## config.mk

```make
export PLATFORM = sky130hd
export DESIGN_NAME = qpcr_rotate
export DESIGN_NICKNAME = d
export VERILOG_FILES = /design/src/sv/quadratic_phase_chirp_rotate_macros.svh /design/src/sv/qpcr_pkg.sv /design/src/sv/qpcr_rotate.sv
export SDC_FILE = /design/constraint.sdc
export NUM_CORES = 2
export LEC_CHECK = 0
export ABC_AREA = 1
export ABC_CLOCK_PERIOD_IN_PS = 8600
export BUFFER_PORTS_ARGS = -buffer_cell sky130_fd_sc_hd__buf_2
export CORE_ASPECT_RATIO = 1.2
export CORE_UTILIZATION = 66
export DETAILED_ROUTE_END_ITERATION = 10
export GPL_ROUTABILITY_DRIVEN = 0
export MAX_ROUTING_LAYER = met4
export PLACE_DENSITY_LB_ADDON = 0.25
export SYNTH_ARGS = -nofsm -noshare
export SYNTH_HDL_FRONTEND = slang
export SYNTH_SLANG_ARGS = --single-unit
```

## constraint.sdc

```tcl
create_clock -name clk -period 8.6 [get_ports clk]
set_clock_uncertainty 0.05 [all_clocks]
set_input_delay 1.29 -clock clk [delete_from_list [all_inputs] [get_ports clk]]
set_output_delay 1.29 -clock clk [all_outputs]
set_load 0.02 [all_outputs]
```

## src/sv/quadratic_phase_chirp_rotate_macros.svh

```systemverilog
// assertion macros for the quadratic phase chirp rotator
`ifndef QUADRATIC_PHASE_CHIRP_ROTATE_MACROS_SVH
`define QUADRATIC_PHASE_CHIRP_ROTATE_MACROS_SVH

// same-cycle implication, checked out of reset
`define QPCR_ASSERT_NOW(lbl, ante, cons, msg) \
    lbl: assert property (@(posedge clk) disable iff (!rst_n) (ante) |-> (cons)) \
        else $error(msg);

// next-cycle implication, checked out of reset
`define QPCR_ASSERT_NEXT(lbl, ante, cons, msg) \
    lbl: assert property (@(posedge clk) disable iff (!rst_n) (ante) |=> (cons)) \
        else $error(msg);

`endif

```

## src/sv/qpcr_pkg.sv

```systemverilog
// shared types, constants and trig table for the quadratic phase chirp rotator
package qpcr_pkg;

    localparam int COORD_BITS      = 12;
    localparam int SIZE_BITS       = 13;
    localparam int OFFSET_BITS     = 14;
    localparam int SQ_BITS         = 25;
    localparam int DIST_BITS       = 26;
    localparam int PHASE_BITS      = 32;
    localparam int TABLE_ADDR_BITS = 10;
    localparam int QUARTER_BITS    = TABLE_ADDR_BITS - 2;
    localparam int QUARTER         = 1 << QUARTER_BITS;
    localparam int TRIG_FRAC       = 17;
    localparam int TRIG_BITS       = TRIG_FRAC + 1;
    localparam int SC_BITS         = TRIG_BITS + 1;
    localparam int PIXEL_BITS      = 18;
    localparam int PROD_BITS       = PIXEL_BITS + SC_BITS;
    localparam int ACC_BITS        = PROD_BITS + 1;
    localparam int NUM_STAGES      = 6;
    localparam int CFG_IDX_BITS    = 2;
    localparam int CFG_DATA_BITS   = 32;
    localparam int IN_DATA_BITS    = 64;
    localparam int OUT_DATA_BITS   = 40;

    localparam logic [SIZE_BITS-1:0]  ROWS_RESET = SIZE_BITS'(1024);
    localparam logic [SIZE_BITS-1:0]  COLS_RESET = SIZE_BITS'(1024);
    localparam logic [PHASE_BITS-1:0] COEF_RESET = '0;

    localparam longint unsigned HALF_PI_Q30 = 64'd1686629713;
    localparam longint unsigned TAYLOR_DIV [7] = '{6, 20, 42, 72, 110, 156, 210};

    typedef enum logic [CFG_IDX_BITS-1:0] {
        CFG_IMAGE_ROWS = 2'd0,
        CFG_IMAGE_COLS = 2'd1,
        CFG_PHASE_COEF = 2'd2
    } cfg_reg_t;

    typedef struct packed {
        logic signed [PIXEL_BITS-1:0] re;
        logic signed [PIXEL_BITS-1:0] im;
    } pix_t;

    typedef struct packed {
        logic [NUM_STAGES-1:0] load;
    } pipe_ctl_t;

    typedef logic [QUARTER:0][TRIG_BITS-1:0] qsin_table_t;

    // quarter-wave sine, integer taylor series with 30 fraction bits
    function automatic qsin_table_t build_qsin();
        qsin_table_t     tbl;
        longint unsigned x;
        longint unsigned x2;
        longint unsigned term;
        longint          acc;
        for (int k = 0; k <= QUARTER; k++)
        begin
            x = (longint'(k) * HALF_PI_Q30 + (64'd1 << (TABLE_ADDR_BITS - 3)))
                >> (TABLE_ADDR_BITS - 2);
            x2 = (x * x) >> 30;
            term = x;
            acc = longint'(x);
            for (int n = 0; n < 7; n++)
            begin
                term = ((term * x2) >> 30) / TAYLOR_DIV[n];
                if (n[0] == 1'b0)
                    acc = acc - longint'(term);
                else
                    acc = acc + longint'(term);
            end
            if (acc < 0)
                acc = 0;
            tbl[k] = TRIG_BITS'(($unsigned(acc) + (64'd1 << (29 - TRIG_FRAC)))
                                >> (30 - TRIG_FRAC));
        end
        return tbl;
    endfunction

    localparam qsin_table_t QSIN_TABLE = build_qsin();

endpackage

```

## src/sv/qpcr_rotate.sv

```systemverilog
// complex multiply by the unit phasor, round and saturate, two stages
module qpcr_rotate (
    input  logic                                clk,
    input  qpcr_pkg::pipe_ctl_t                 ctl,
    input  logic signed [qpcr_pkg::SC_BITS-1:0] sin_val,
    input  logic signed [qpcr_pkg::SC_BITS-1:0] cos_val,
    input  qpcr_pkg::pix_t                      pix_in,
    output qpcr_pkg::pix_t                      pix_out
);
    import qpcr_pkg::*;

    localparam int SH_BITS = ACC_BITS - TRIG_FRAC;

    logic signed [PROD_BITS-1:0] re_cos_reg;
    logic signed [PROD_BITS-1:0] im_sin_reg;
    logic signed [PROD_BITS-1:0] re_sin_reg;
    logic signed [PROD_BITS-1:0] im_cos_reg;
    logic signed [ACC_BITS-1:0]  re_acc;
    logic signed [ACC_BITS-1:0]  im_acc;
    pix_t                        res_next;
    pix_t                        res_reg;

    function automatic logic signed [PIXEL_BITS-1:0] round_sat(
        input logic signed [ACC_BITS-1:0] v
    );
        logic signed [ACC_BITS-1:0] rnd;
        logic signed [SH_BITS-1:0]  q;
        logic signed [SH_BITS-1:0]  hi;
        logic signed [SH_BITS-1:0]  lo;
        rnd = v + (ACC_BITS'(1) <<< (TRIG_FRAC - 1));
        q   = SH_BITS'(rnd >>> TRIG_FRAC);
        hi  = (SH_BITS'(1) <<< (PIXEL_BITS - 1)) - SH_BITS'(1);
        lo  = -hi - SH_BITS'(1);
        if (q > hi)
            q = hi;
        else if (q < lo)
            q = lo;
        return q[PIXEL_BITS-1:0];
    endfunction

    always_ff @(posedge clk)
    begin
        if (ctl.load[4])
        begin
            re_cos_reg <= pix_in.re * cos_val;
            im_sin_reg <= pix_in.im * sin_val;
            re_sin_reg <= pix_in.re * sin_val;
            im_cos_reg <= pix_in.im * cos_val;
        end
        if (ctl.load[5])
            res_reg <= res_next;
    end

    assign re_acc      = ACC_BITS'(re_cos_reg) - ACC_BITS'(im_sin_reg);
    assign im_acc      = ACC_BITS'(re_sin_reg) + ACC_BITS'(im_cos_reg);
    assign res_next.re = round_sat(re_acc);
    assign res_next.im = round_sat(im_acc);
    assign pix_out     = res_reg;

endmodule

```

==> flow_metrics.py <==
metrics = {
    "status": {
        "status": "finished clean",
    },
    "route": {
        "initialDrtViolationCount": 4352,
        "routedWlPerCell_um": 18.0,
        "first_pass_iters": 6,
        "drtAntennaViolNets": 0,
        "drc_errors": 0,
        "drt-vias-per-instance": 5.46,
        "wl_mm": 165,
        "vias": 50300,
    },
    "cts": {
        "clkLatencyLatePin_ps": 530,
        "cts_root_buf": "clkbuf_16",
        "clk_path_buf_depth": 2,
        "post-cts-setup-buffers": 0,
        "holdBufCountCts": 0,
        "cts_made_buffers": 17,
        "tritoncts": "done",
        "clock_sinks": 184,
        "clk_pin_slew_ps": 70,
        "cts_max_level": 4,
        "post_cts_resized": 0,
    },
    "floorplan": {
        "core-area_um2": 95600,
        "pin_count": 117,
        "fp.dieH_um": 343,
        "die_w_um": 286,
        "dieArea_um2": 98200,
        "start_util_pct": 66.9,
        "rows": 124,
    },
    "placed_design": {
        "detailed_place_hpwl_mm": 135,
        "postPlaceCellArea_um2": 65700,
        "io_buffers": 112,
        "pre_cts_ws_ps": 754,
    },
    "sta": {
        "min_period_ps": 7410,
        "timing.final.ws_setup_ps": 1190,
        "finalHoldViolations": 0,
        "max_freq_mhz": 135,
        "worst_pin_slew_ps": 1070,
        "slew_viol_final": 0,
        "rsz0062_at_grt": "false",
        "setup_viol": 0,
        "period_share_pct": 86.1,
        "slew_headroom_pct": 28.5,
        "tns_ps": 0,
    },
    "critical_path": {
        "crit_path_end": "re_sin_reg[34]",
        "cp-start-kind": "input port",
        "crit_type": "input port to flop",
        "cp_slowest_stage_delay_ps": 940,
        "crit_start": "sin_val[18]",
        "rr_endpoint": "pix_out[32]",
        "end_kind": "flop",
        "crit_arrival_ps": 7630,
        "rr_worst_depth": 14,
        "path_cells": "buf_2 > nand2_1 > fa_1 > inv_1 > fa_1 > fa_1 > fa_1 > fa_1 > inv_1 > fa_1 > inv_1 > ha_1 > a21oi_1 > o21ai_0 > a2111oi_0 > nand2_1 > nand2_1 > nand2_1",
        "cpMaxStageDelayCell": "fa_1",
        "timing.rr.start": "im_sin_reg[33]",
        "crit_required_ps": 8830,
        "cp_max_fo": 36,
        "crit_top_cell": "fa_1",
        "regToRegSetupSlack_ps": 5350,
    },
    "synthesis": {
        "async_reset_ff_share_pct": 0,
        "muxShareOfSynthArea_pct": 0,
        "syn_area_um2": 64000,
        "synth-edff-count": 184,
        "yosysUniqueCellTypes": 45,
        "synth_compound_gate_area_share_pct": 3.69,
        "synth_nets": 9986,
        "ys.flop_type": "edfxtp_1",
        "syn_inst": 8003,
        "seq_area_frac_synth_pct": 8.64,
        "yosys_warnings": 0,
        "synthSimpleGateAreaFrac_pct": 15.3,
        "synth-xor-area-share_pct": 2.34,
        "avgSynthCellArea_um2": 7.99,
        "synth_fa_ha_area_share_pct": 53.4,
        "synth_top_family_by_area": "adder cells",
        "synth_seq_cells": 184,
    },
    "global_routing": {
        "grt_pass1_vias": 53700,
        "grt.total_usage_pct": 36.4,
        "antenna_found_initial": 10,
        "grt_max_degree": 67,
        "grt_pass1_wl_mm": 269,
        "grt_overflow_total": 0,
    },
    "cells_and_area": {
        "area_growth_pct": 3.59,
        "stdcell_area_um2": 66300,
        "n_fill_cell": 7754,
        "drive_gt1_share_pct": 3.21,
        "layout_common_cells": "inv_1 (2,522), nand2_1 (2,033), fa_1 (1,380)",
        "mostFrequentLayoutCell": "inv_1",
        "nNetsFinal": 9904,
    },
    "job": {
        "maxCapViolCount": 0,
    },
    "hold_path": {
        "hp-class": "flop to flop",
    },
}
## stage by stage
step,utilization (%),hold slack [ps],std cells
floorplan,-,662,8003
global placement,68.7,868,9162
detailed placement,68.7,860,9162
CTS,69.3,885,9194
global route,69.3,947,9203
finish,69.3,899,9204
## Yosys cell counts, drive strengths merged (8+ instances only)
cell    number  area, µm²
a21o        23        173
clkbuf     248        931
nor3        41        220
nand2     2043       7700
xor2       112        981
a21boi       8       60.1
a31oi       19        119
edfxtp     184       5530
ha         522       6530
nand3       96        485
o21bai      36        282
a21oi      184        921
o21a        11       82.6
xnor2       59        517
a221oi       9       78.8
nor2       290       1110
nand4       29        181
inv       2523       9470
nor4        10       62.6
fa        1380      27600
buf         53        229
o21ai      101        513
## metal layers
metal / vias up / wire length [µm] / track usage (%)
met1: 24700 / 60700 / 43.9
met4: 0 / 8820 / 17.8
met3: 585 / 15900 / 6.20
li1: 22500 / - / -
met2: 2437 / 80000 / 59.6
met5: - / 0 / -
## final cells by class
class,count,area (µm²),area share (%)
multi-input cells,4995,47800,72.2
inverters,2523,9470,14.3
flip-flops and latches,184,5530,8.34
well taps,1260,1580,2.38
repair buffers,200,1290,1.95
clock buffers,17,425,0.642
clock inverters,15,140,0.211
diodes,10,25.0,0.0378
## kinds of logic after synthesis
group / count (synthesis)
compound gates: 407
fa+ha+maj: 1902
xor+xnor: 171
simple gates: 2515
buf+inv: 2824
flops: 184
## how the worst min path moves through the flow
stage / end / cells after the start / from / slack [ps]
detailed placement: pix_out[35] / 4 / re_cos_reg[36] / 860
CTS: pix_out[35] / 4 / re_cos_reg[36] / 890
global placement: pix_out[35] / 4 / re_cos_reg[36] / 870
finish: pix_out[35] / 4 / re_cos_reg[36] / 900
global route: pix_out[35] / 4 / re_cos_reg[36] / 950
floorplan: pix_out[35] / 3 / im_sin_reg[36] / 660
## worst max-delay path: cells and delay by family
kind / cells / cell delay [ps]
fa+ha+maj: 7 / 3950
buf+inv: 4 / 840
compound gates: 3 / 1010
simple gates: 4 / 550
Power is left out: the tool's default activity adds up to more than one toggle a clock period on the data nets, which glitch-free logic cannot reach.
