[src/sv/quadratic_phase_chirp_rotate_macros.svh]
// assertion macros for the quadratic phase chirp rotator
`ifndef QUADRATIC_PHASE_CHIRP_ROTATE_MACROS_SVH
`define QUADRATIC_PHASE_CHIRP_ROTATE_MACROS_SVH

// same-cycle implication, checked out of reset
`define QPCR_ASSERT_NOW(lbl, ante, cons, msg) \
    lbl: assert property (@(posedge clk) disable iff (!rst_n) (ante) |-> (cons)) \
        else $error(msg);

// next-cycle implication, checked out of reset
`define QPCR_ASSERT_NEXT(lbl, ante, cons, msg) \
    lbl: assert property (@(posedge clk) disable iff (!rst_n) (ante) |=> (cons)) \
        else $error(msg);

`endif

[src/sv/qpcr_pkg.sv]
// shared types, constants and trig table for the quadratic phase chirp rotator
package qpcr_pkg;

    localparam int COORD_BITS      = 12;
    localparam int SIZE_BITS       = 13;
    localparam int OFFSET_BITS     = 14;
    localparam int SQ_BITS         = 25;
    localparam int DIST_BITS       = 26;
    localparam int PHASE_BITS      = 32;
    localparam int TABLE_ADDR_BITS = 10;
    localparam int QUARTER_BITS    = TABLE_ADDR_BITS - 2;
    localparam int QUARTER         = 1 << QUARTER_BITS;
    localparam int TRIG_FRAC       = 17;
    localparam int TRIG_BITS       = TRIG_FRAC + 1;
    localparam int SC_BITS         = TRIG_BITS + 1;
    localparam int PIXEL_BITS      = 18;
    localparam int PROD_BITS       = PIXEL_BITS + SC_BITS;
    localparam int ACC_BITS        = PROD_BITS + 1;
    localparam int NUM_STAGES      = 6;
    localparam int CFG_IDX_BITS    = 2;
    localparam int CFG_DATA_BITS   = 32;
    localparam int IN_DATA_BITS    = 64;
    localparam int OUT_DATA_BITS   = 40;

    localparam logic [SIZE_BITS-1:0]  ROWS_RESET = SIZE_BITS'(1024);
    localparam logic [SIZE_BITS-1:0]  COLS_RESET = SIZE_BITS'(1024);
    localparam logic [PHASE_BITS-1:0] COEF_RESET = '0;

    localparam longint unsigned HALF_PI_Q30 = 64'd1686629713;
    localparam longint unsigned TAYLOR_DIV [7] = '{6, 20, 42, 72, 110, 156, 210};

    typedef enum logic [CFG_IDX_BITS-1:0] {
        CFG_IMAGE_ROWS = 2'd0,
        CFG_IMAGE_COLS = 2'd1,
        CFG_PHASE_COEF = 2'd2
    } cfg_reg_t;

    typedef struct packed {
        logic signed [PIXEL_BITS-1:0] re;
        logic signed [PIXEL_BITS-1:0] im;
    } pix_t;

    typedef struct packed {
        logic [NUM_STAGES-1:0] load;
    } pipe_ctl_t;

    typedef logic [QUARTER:0][TRIG_BITS-1:0] qsin_table_t;

    // quarter-wave sine, integer taylor series with 30 fraction bits
    function automatic qsin_table_t build_qsin();
        qsin_table_t     tbl;
        longint unsigned x;
        longint unsigned x2;
        longint unsigned term;
        longint          acc;
        for (int k = 0; k <= QUARTER; k++)
        begin
            x = (longint'(k) * HALF_PI_Q30 + (64'd1 << (TABLE_ADDR_BITS - 3)))
                >> (TABLE_ADDR_BITS - 2);
            x2 = (x * x) >> 30;
            term = x;
            acc = longint'(x);
            for (int n = 0; n < 7; n++)
            begin
                term = ((term * x2) >> 30) / TAYLOR_DIV[n];
                if (n[0] == 1'b0)
                    acc = acc - longint'(term);
                else
                    acc = acc + longint'(term);
            end
            if (acc < 0)
                acc = 0;
            tbl[k] = TRIG_BITS'(($unsigned(acc) + (64'd1 << (29 - TRIG_FRAC)))
                                >> (30 - TRIG_FRAC));
        end
        return tbl;
    endfunction

    localparam qsin_table_t QSIN_TABLE = build_qsin();

endpackage

[src/sv/qpcr_phase.sv]
// offsets from centre, squared distance and wrapped phase, three stages
module qpcr_phase (
    input  logic                           clk,
    input  qpcr_pkg::pipe_ctl_t            ctl,
    input  logic [qpcr_pkg::SIZE_BITS-1:0] image_rows,
    input  logic [qpcr_pkg::SIZE_BITS-1:0] image_cols,
    input  logic [qpcr_pkg::PHASE_BITS-1:0] phase_coef,
    input  logic [qpcr_pkg::COORD_BITS-1:0] pix_row,
    input  logic [qpcr_pkg::COORD_BITS-1:0] pix_col,
    input  qpcr_pkg::pix_t                 pix_in,
    output logic [qpcr_pkg::PHASE_BITS-1:0] phase,
    output qpcr_pkg::pix_t                 pix_out
);
    import qpcr_pkg::*;

    logic [SIZE_BITS-1:0]                    centre_row;
    logic [SIZE_BITS-1:0]                    centre_col;
    logic signed [OFFSET_BITS-1:0]           dr_next;
    logic signed [OFFSET_BITS-1:0]           dc_next;
    logic signed [OFFSET_BITS-1:0]           dr_reg;
    logic signed [OFFSET_BITS-1:0]           dc_reg;
    logic signed [2*OFFSET_BITS-1:0]         sq_row;
    logic signed [2*OFFSET_BITS-1:0]         sq_col;
    logic [DIST_BITS-1:0]                    dist_next;
    logic [DIST_BITS-1:0]                    dist_reg;
    logic [DIST_BITS+PHASE_BITS-1:0]         phase_prod;
    logic [PHASE_BITS-1:0]                   phase_next;
    logic [PHASE_BITS-1:0]                   phase_reg;
    pix_t                                    pix0_reg;
    pix_t                                    pix1_reg;
    pix_t                                    pix2_reg;

    assign centre_row = SIZE_BITS'(image_rows[SIZE_BITS-1:1]) + SIZE_BITS'(1);
    assign centre_col = SIZE_BITS'(image_cols[SIZE_BITS-1:1]) + SIZE_BITS'(1);
    assign dr_next    = $signed({2'b00, pix_row}) - $signed({1'b0, centre_row});
    assign dc_next    = $signed({2'b00, pix_col}) - $signed({1'b0, centre_col});

    assign sq_row     = dr_reg * dr_reg;
    assign sq_col     = dc_reg * dc_reg;
    assign dist_next  = DIST_BITS'(sq_row[SQ_BITS-1:0]) + DIST_BITS'(sq_col[SQ_BITS-1:0]);

    // whole turns drop out of the product
    assign phase_prod = dist_reg * phase_coef;
    assign phase_next = phase_prod[PHASE_BITS-1:0];

    always_ff @(posedge clk)
    begin
        if (ctl.load[0])
        begin
            dr_reg   <= dr_next;
            dc_reg   <= dc_next;
            pix0_reg <= pix_in;
        end
        if (ctl.load[1])
        begin
            dist_reg <= dist_next;
            pix1_reg <= pix0_reg;
        end
        if (ctl.load[2])
        begin
            phase_reg <= phase_next;
            pix2_reg  <= pix1_reg;
        end
    end

    assign phase   = phase_reg;
    assign pix_out = pix2_reg;

endmodule

[config.mk]
export PLATFORM = sky130hd
export DESIGN_NAME = qpcr_phase
export DESIGN_NICKNAME = d
export VERILOG_FILES = /design/src/sv/quadratic_phase_chirp_rotate_macros.svh /design/src/sv/qpcr_pkg.sv /design/src/sv/qpcr_phase.sv
export SDC_FILE = /design/constraint.sdc
export NUM_CORES = 2
export LEC_CHECK = 0
export BUFFER_PORTS_ARGS = -buffer_cell sky130_fd_sc_hd__clkbuf_2
export CAP_MARGIN = 0
export CORE_MARGIN = 2
export CORE_UTILIZATION = 55
export CTS_CLUSTER_SIZE = 28
export DETAILED_ROUTE_END_ITERATION = 6
export PLACE_DENSITY_LB_ADDON = 0.25
export SLEW_MARGIN = 10
export SYNTH_ARGS = -nofsm -noshare
export SYNTH_HDL_FRONTEND = slang
export SYNTH_SLANG_ARGS = --single-unit
[constraint.sdc]
create_clock -name clk -period 20.8 [get_ports clk]
set_clock_uncertainty 0.05 [all_clocks]
set_input_delay 0 -clock clk [delete_from_list [all_inputs] [get_ports clk]]
set_output_delay 0 -clock clk [all_outputs]
set_load 0.03 [all_outputs]
==> metrics <==
status=completed; initial antenna violation count=4; DP Wirelength=59400 um; Peak Freq=123 MHz; drt first pass iters=7; final wirelength=76000 um; HP Start=image_rows[4]; FF-to-FF setup slack=12690 ps; GPL Wtd Cong=0.884; Post-Syn Area per Cell=10.0 um^2; post-place instance area=36600 um^2; hold depth=5; Routed Antenna Nets=0; H-tree depth=4; mux contribution to synthesized area=0.158%; post-synthesis adder-cell area fraction=50.7%; worst skew pair latency=500 ps; XOR/XNOR share of the synthesized area=4.79%; number of global-route vias before repair=25500; Yosys warning total=0; Vias/cell=5.17; core area=62900 um^2; clock sink count=194; Total GRT Usage=25.0%; commonest non-fill, non-tap cells in the layout=838 x inv_1, 713 x fa_1, 430 x nand2_1; reg2reg end=dist_reg[23]; Yosys cell types=69; # IOs=193; period utilisation layout=39.0%; CP Capture Type=register; I/O Buffers=187; Final Hold Vio Count=0; share of cells above drive strength 1=7.44%; FP Rows=92; Crit Reg-Reg Startpoint=dc_reg[4]; fin util=60.8%; Post-synth ARST share=0%; crit-path max FO=16; fin cells=4544; max_slew headroom=32.7%; hold buffers post-CTS=98; Setup Viol. Count Final=0; Clock Path Buffers=2; Post-Route Setup TNS=0 ps; clock root buffer=clkbuf_16; simple logic cell fraction of the synthesized area=12.8%; post-synthesis sequential area ratio=16.7%; placed instance count=4413; clock-pin slew on the worst setup and hold paths=90 ps; synthesized area=34900 um^2; setup bufs post-CTS=0; die height=256 um; post-layout instance area=38200 um^2; crit start category=register; DR iter-0 viols=1249; pin count of the biggest net entering global routing=69; Initial Utilization=55.5%; min Tclk post-route=8110 ps; main combinational cell family by area after synthesis=adder cells; DR vias=23500; Nets=4794; die area=65500 um^2; number of synthesized flops with an enable pin=194; DR DRC count=0; Avg WL per Cell=16.7 um; Die Wd=256 um; TritonCTS clock tree=done; commonest non-fill, non-tap cell in the layout=inv_1; unrepaired setup endpoints after global routing=no; Syn-to-layout area delta=9.47%; total CTS buffers=17; CTS resizes=0; Hold EP=dr_reg[4]; flop and latch count out of synthesis=194; WP data arrival=8310 ps; Mapped Cells=3477; cell mode on critical path=fa_1; CP peak stage delay=810 ps; Final Max Tran Viols=0; Compound-Gate Fraction of Synth Area=4.65%; Worst Path Required=21000 ps; first-pass GRT wire length=129000 um; Hold Crit Class=in2reg; Max Cap Viol=0; Overflow after GRT=0; CP Class=reg2reg; Worst path slowest cell=edfxtp_1; Tightest Pin Transition=1010 ps; r2r worst-path depth=29; most used flip-flop cell after synthesis=edfxtp_1
-- layout make-up --
cell class,count,area [um^2]
Fill cell,5309,24700
Sequential cell,194,5830
Antenna cell,1,2.50
Multi-Input combinational cell,2330,25500
Clock buffer,17,425
Tap cell,846,1060
Clock inverter,15,198
Timing Repair Buffer,302,2050
Inverter,839,3150
-- cells by family (layout without fill, tap and decap cells) --
| family | Yosys count | in the layout |
|---|---|---|
| xor+xnor | 191 | 191 |
| simple gates | 914 | 914 |
| mux | 5 | 5 |
| buf+inv | 955 | 1173 |
| flops | 194 | 194 |
| fa+ha+maj | 985 | 985 |
| compound gates | 231 | 231 |
| other cells | 2 | 5 |
-- worst max-delay path, delay by kind of cell, from the launching register on --
kind / cells / cell delay, ps
XOR/XNOR: 2 / 380
flip-flops: 1 / 810
adder cells (fa/ha/maj): 8 / 3680
AND/OR/NAND/NOR: 7 / 930
AO/OA/AOI/OAI: 7 / 1760
buffers and inverters: 5 / 250
-- cells in the mapped netlist (4+ instances only) --
| cell | instances | share of area (%) |
|---|---|---|
| a21o_1 | 35 | 0.75 |
| mux2_2 | 4 | 0.13 |
| nor2b_1 | 27 | 0.48 |
| fa_1 | 713 | 41 |
| xnor2_1 | 151 | 3.8 |
| a21oi_1 | 79 | 1.1 |
| or3_1 | 5 | 0.090 |
| nand3_1 | 17 | 0.24 |
| ha_1 | 272 | 9.8 |
| o21ai_1 | 4 | 0.057 |
| or2_2 | 10 | 0.18 |
| o31a_1 | 5 | 0.13 |
| o21a_1 | 20 | 0.43 |
| inv_1 | 838 | 9.0 |
| o211ai_1 | 4 | 0.086 |
| nor3_1 | 20 | 0.29 |
| edfxtp_1 | 194 | 17 |
| and2_1 | 282 | 5.1 |
| and3_1 | 10 | 0.18 |
| a31o_2 | 5 | 0.13 |
| a211oi_1 | 5 | 0.11 |
| nand2b_1 | 20 | 0.36 |
| a31oi_1 | 6 | 0.11 |
| nand4_1 | 7 | 0.13 |
| clkbuf_1 | 116 | 1.2 |
| nand2_1 | 430 | 4.6 |
| xor2_1 | 40 | 1.0 |
| o21bai_1 | 9 | 0.19 |
| nor2_1 | 70 | 0.75 |
| o21ai_0 | 25 | 0.36 |
-- layer usage --
layer,vias to the layer above,wire length (um),GRT usage [%]
li1,10800,-,-
met1,11900,30900,31.7
met2,620,38700,43.7
met3,159,3630,3.59
met4,0,2790,8.98
met5,-,0,0
-- worst max-delay path by stage --
stage	start	end	slack [ps]	depth (start not counted)
2_1_floorplan	dc_reg[4]	dist_reg[23]	13430	30
4_1_cts	dc_reg[4]	dist_reg[23]	12670	29
5_1_grt	dc_reg[4]	dist_reg[23]	12200	28
6_report	dc_reg[4]	dist_reg[23]	12690	29
3_5_place_dp	dc_reg[4]	dist_reg[23]	12700	29
3_3_place_gp	dc_reg[4]	dist_reg[23]	12760	29
-- metrics by stage --
stage / hold slack (ps) / setup slack (ps)
2_1_floorplan: 48.9 / 13430
3_3_place_gp: 127 / 12760
3_5_place_dp: 129 / 12700
4_1_cts: 4.57 / 12670
5_1_grt: 89.3 / 12200
6_report: 43.2 / 12690
Power is not shown: default switching activity piles up to over one toggle a cycle in this logic, so the estimate is an artifact.
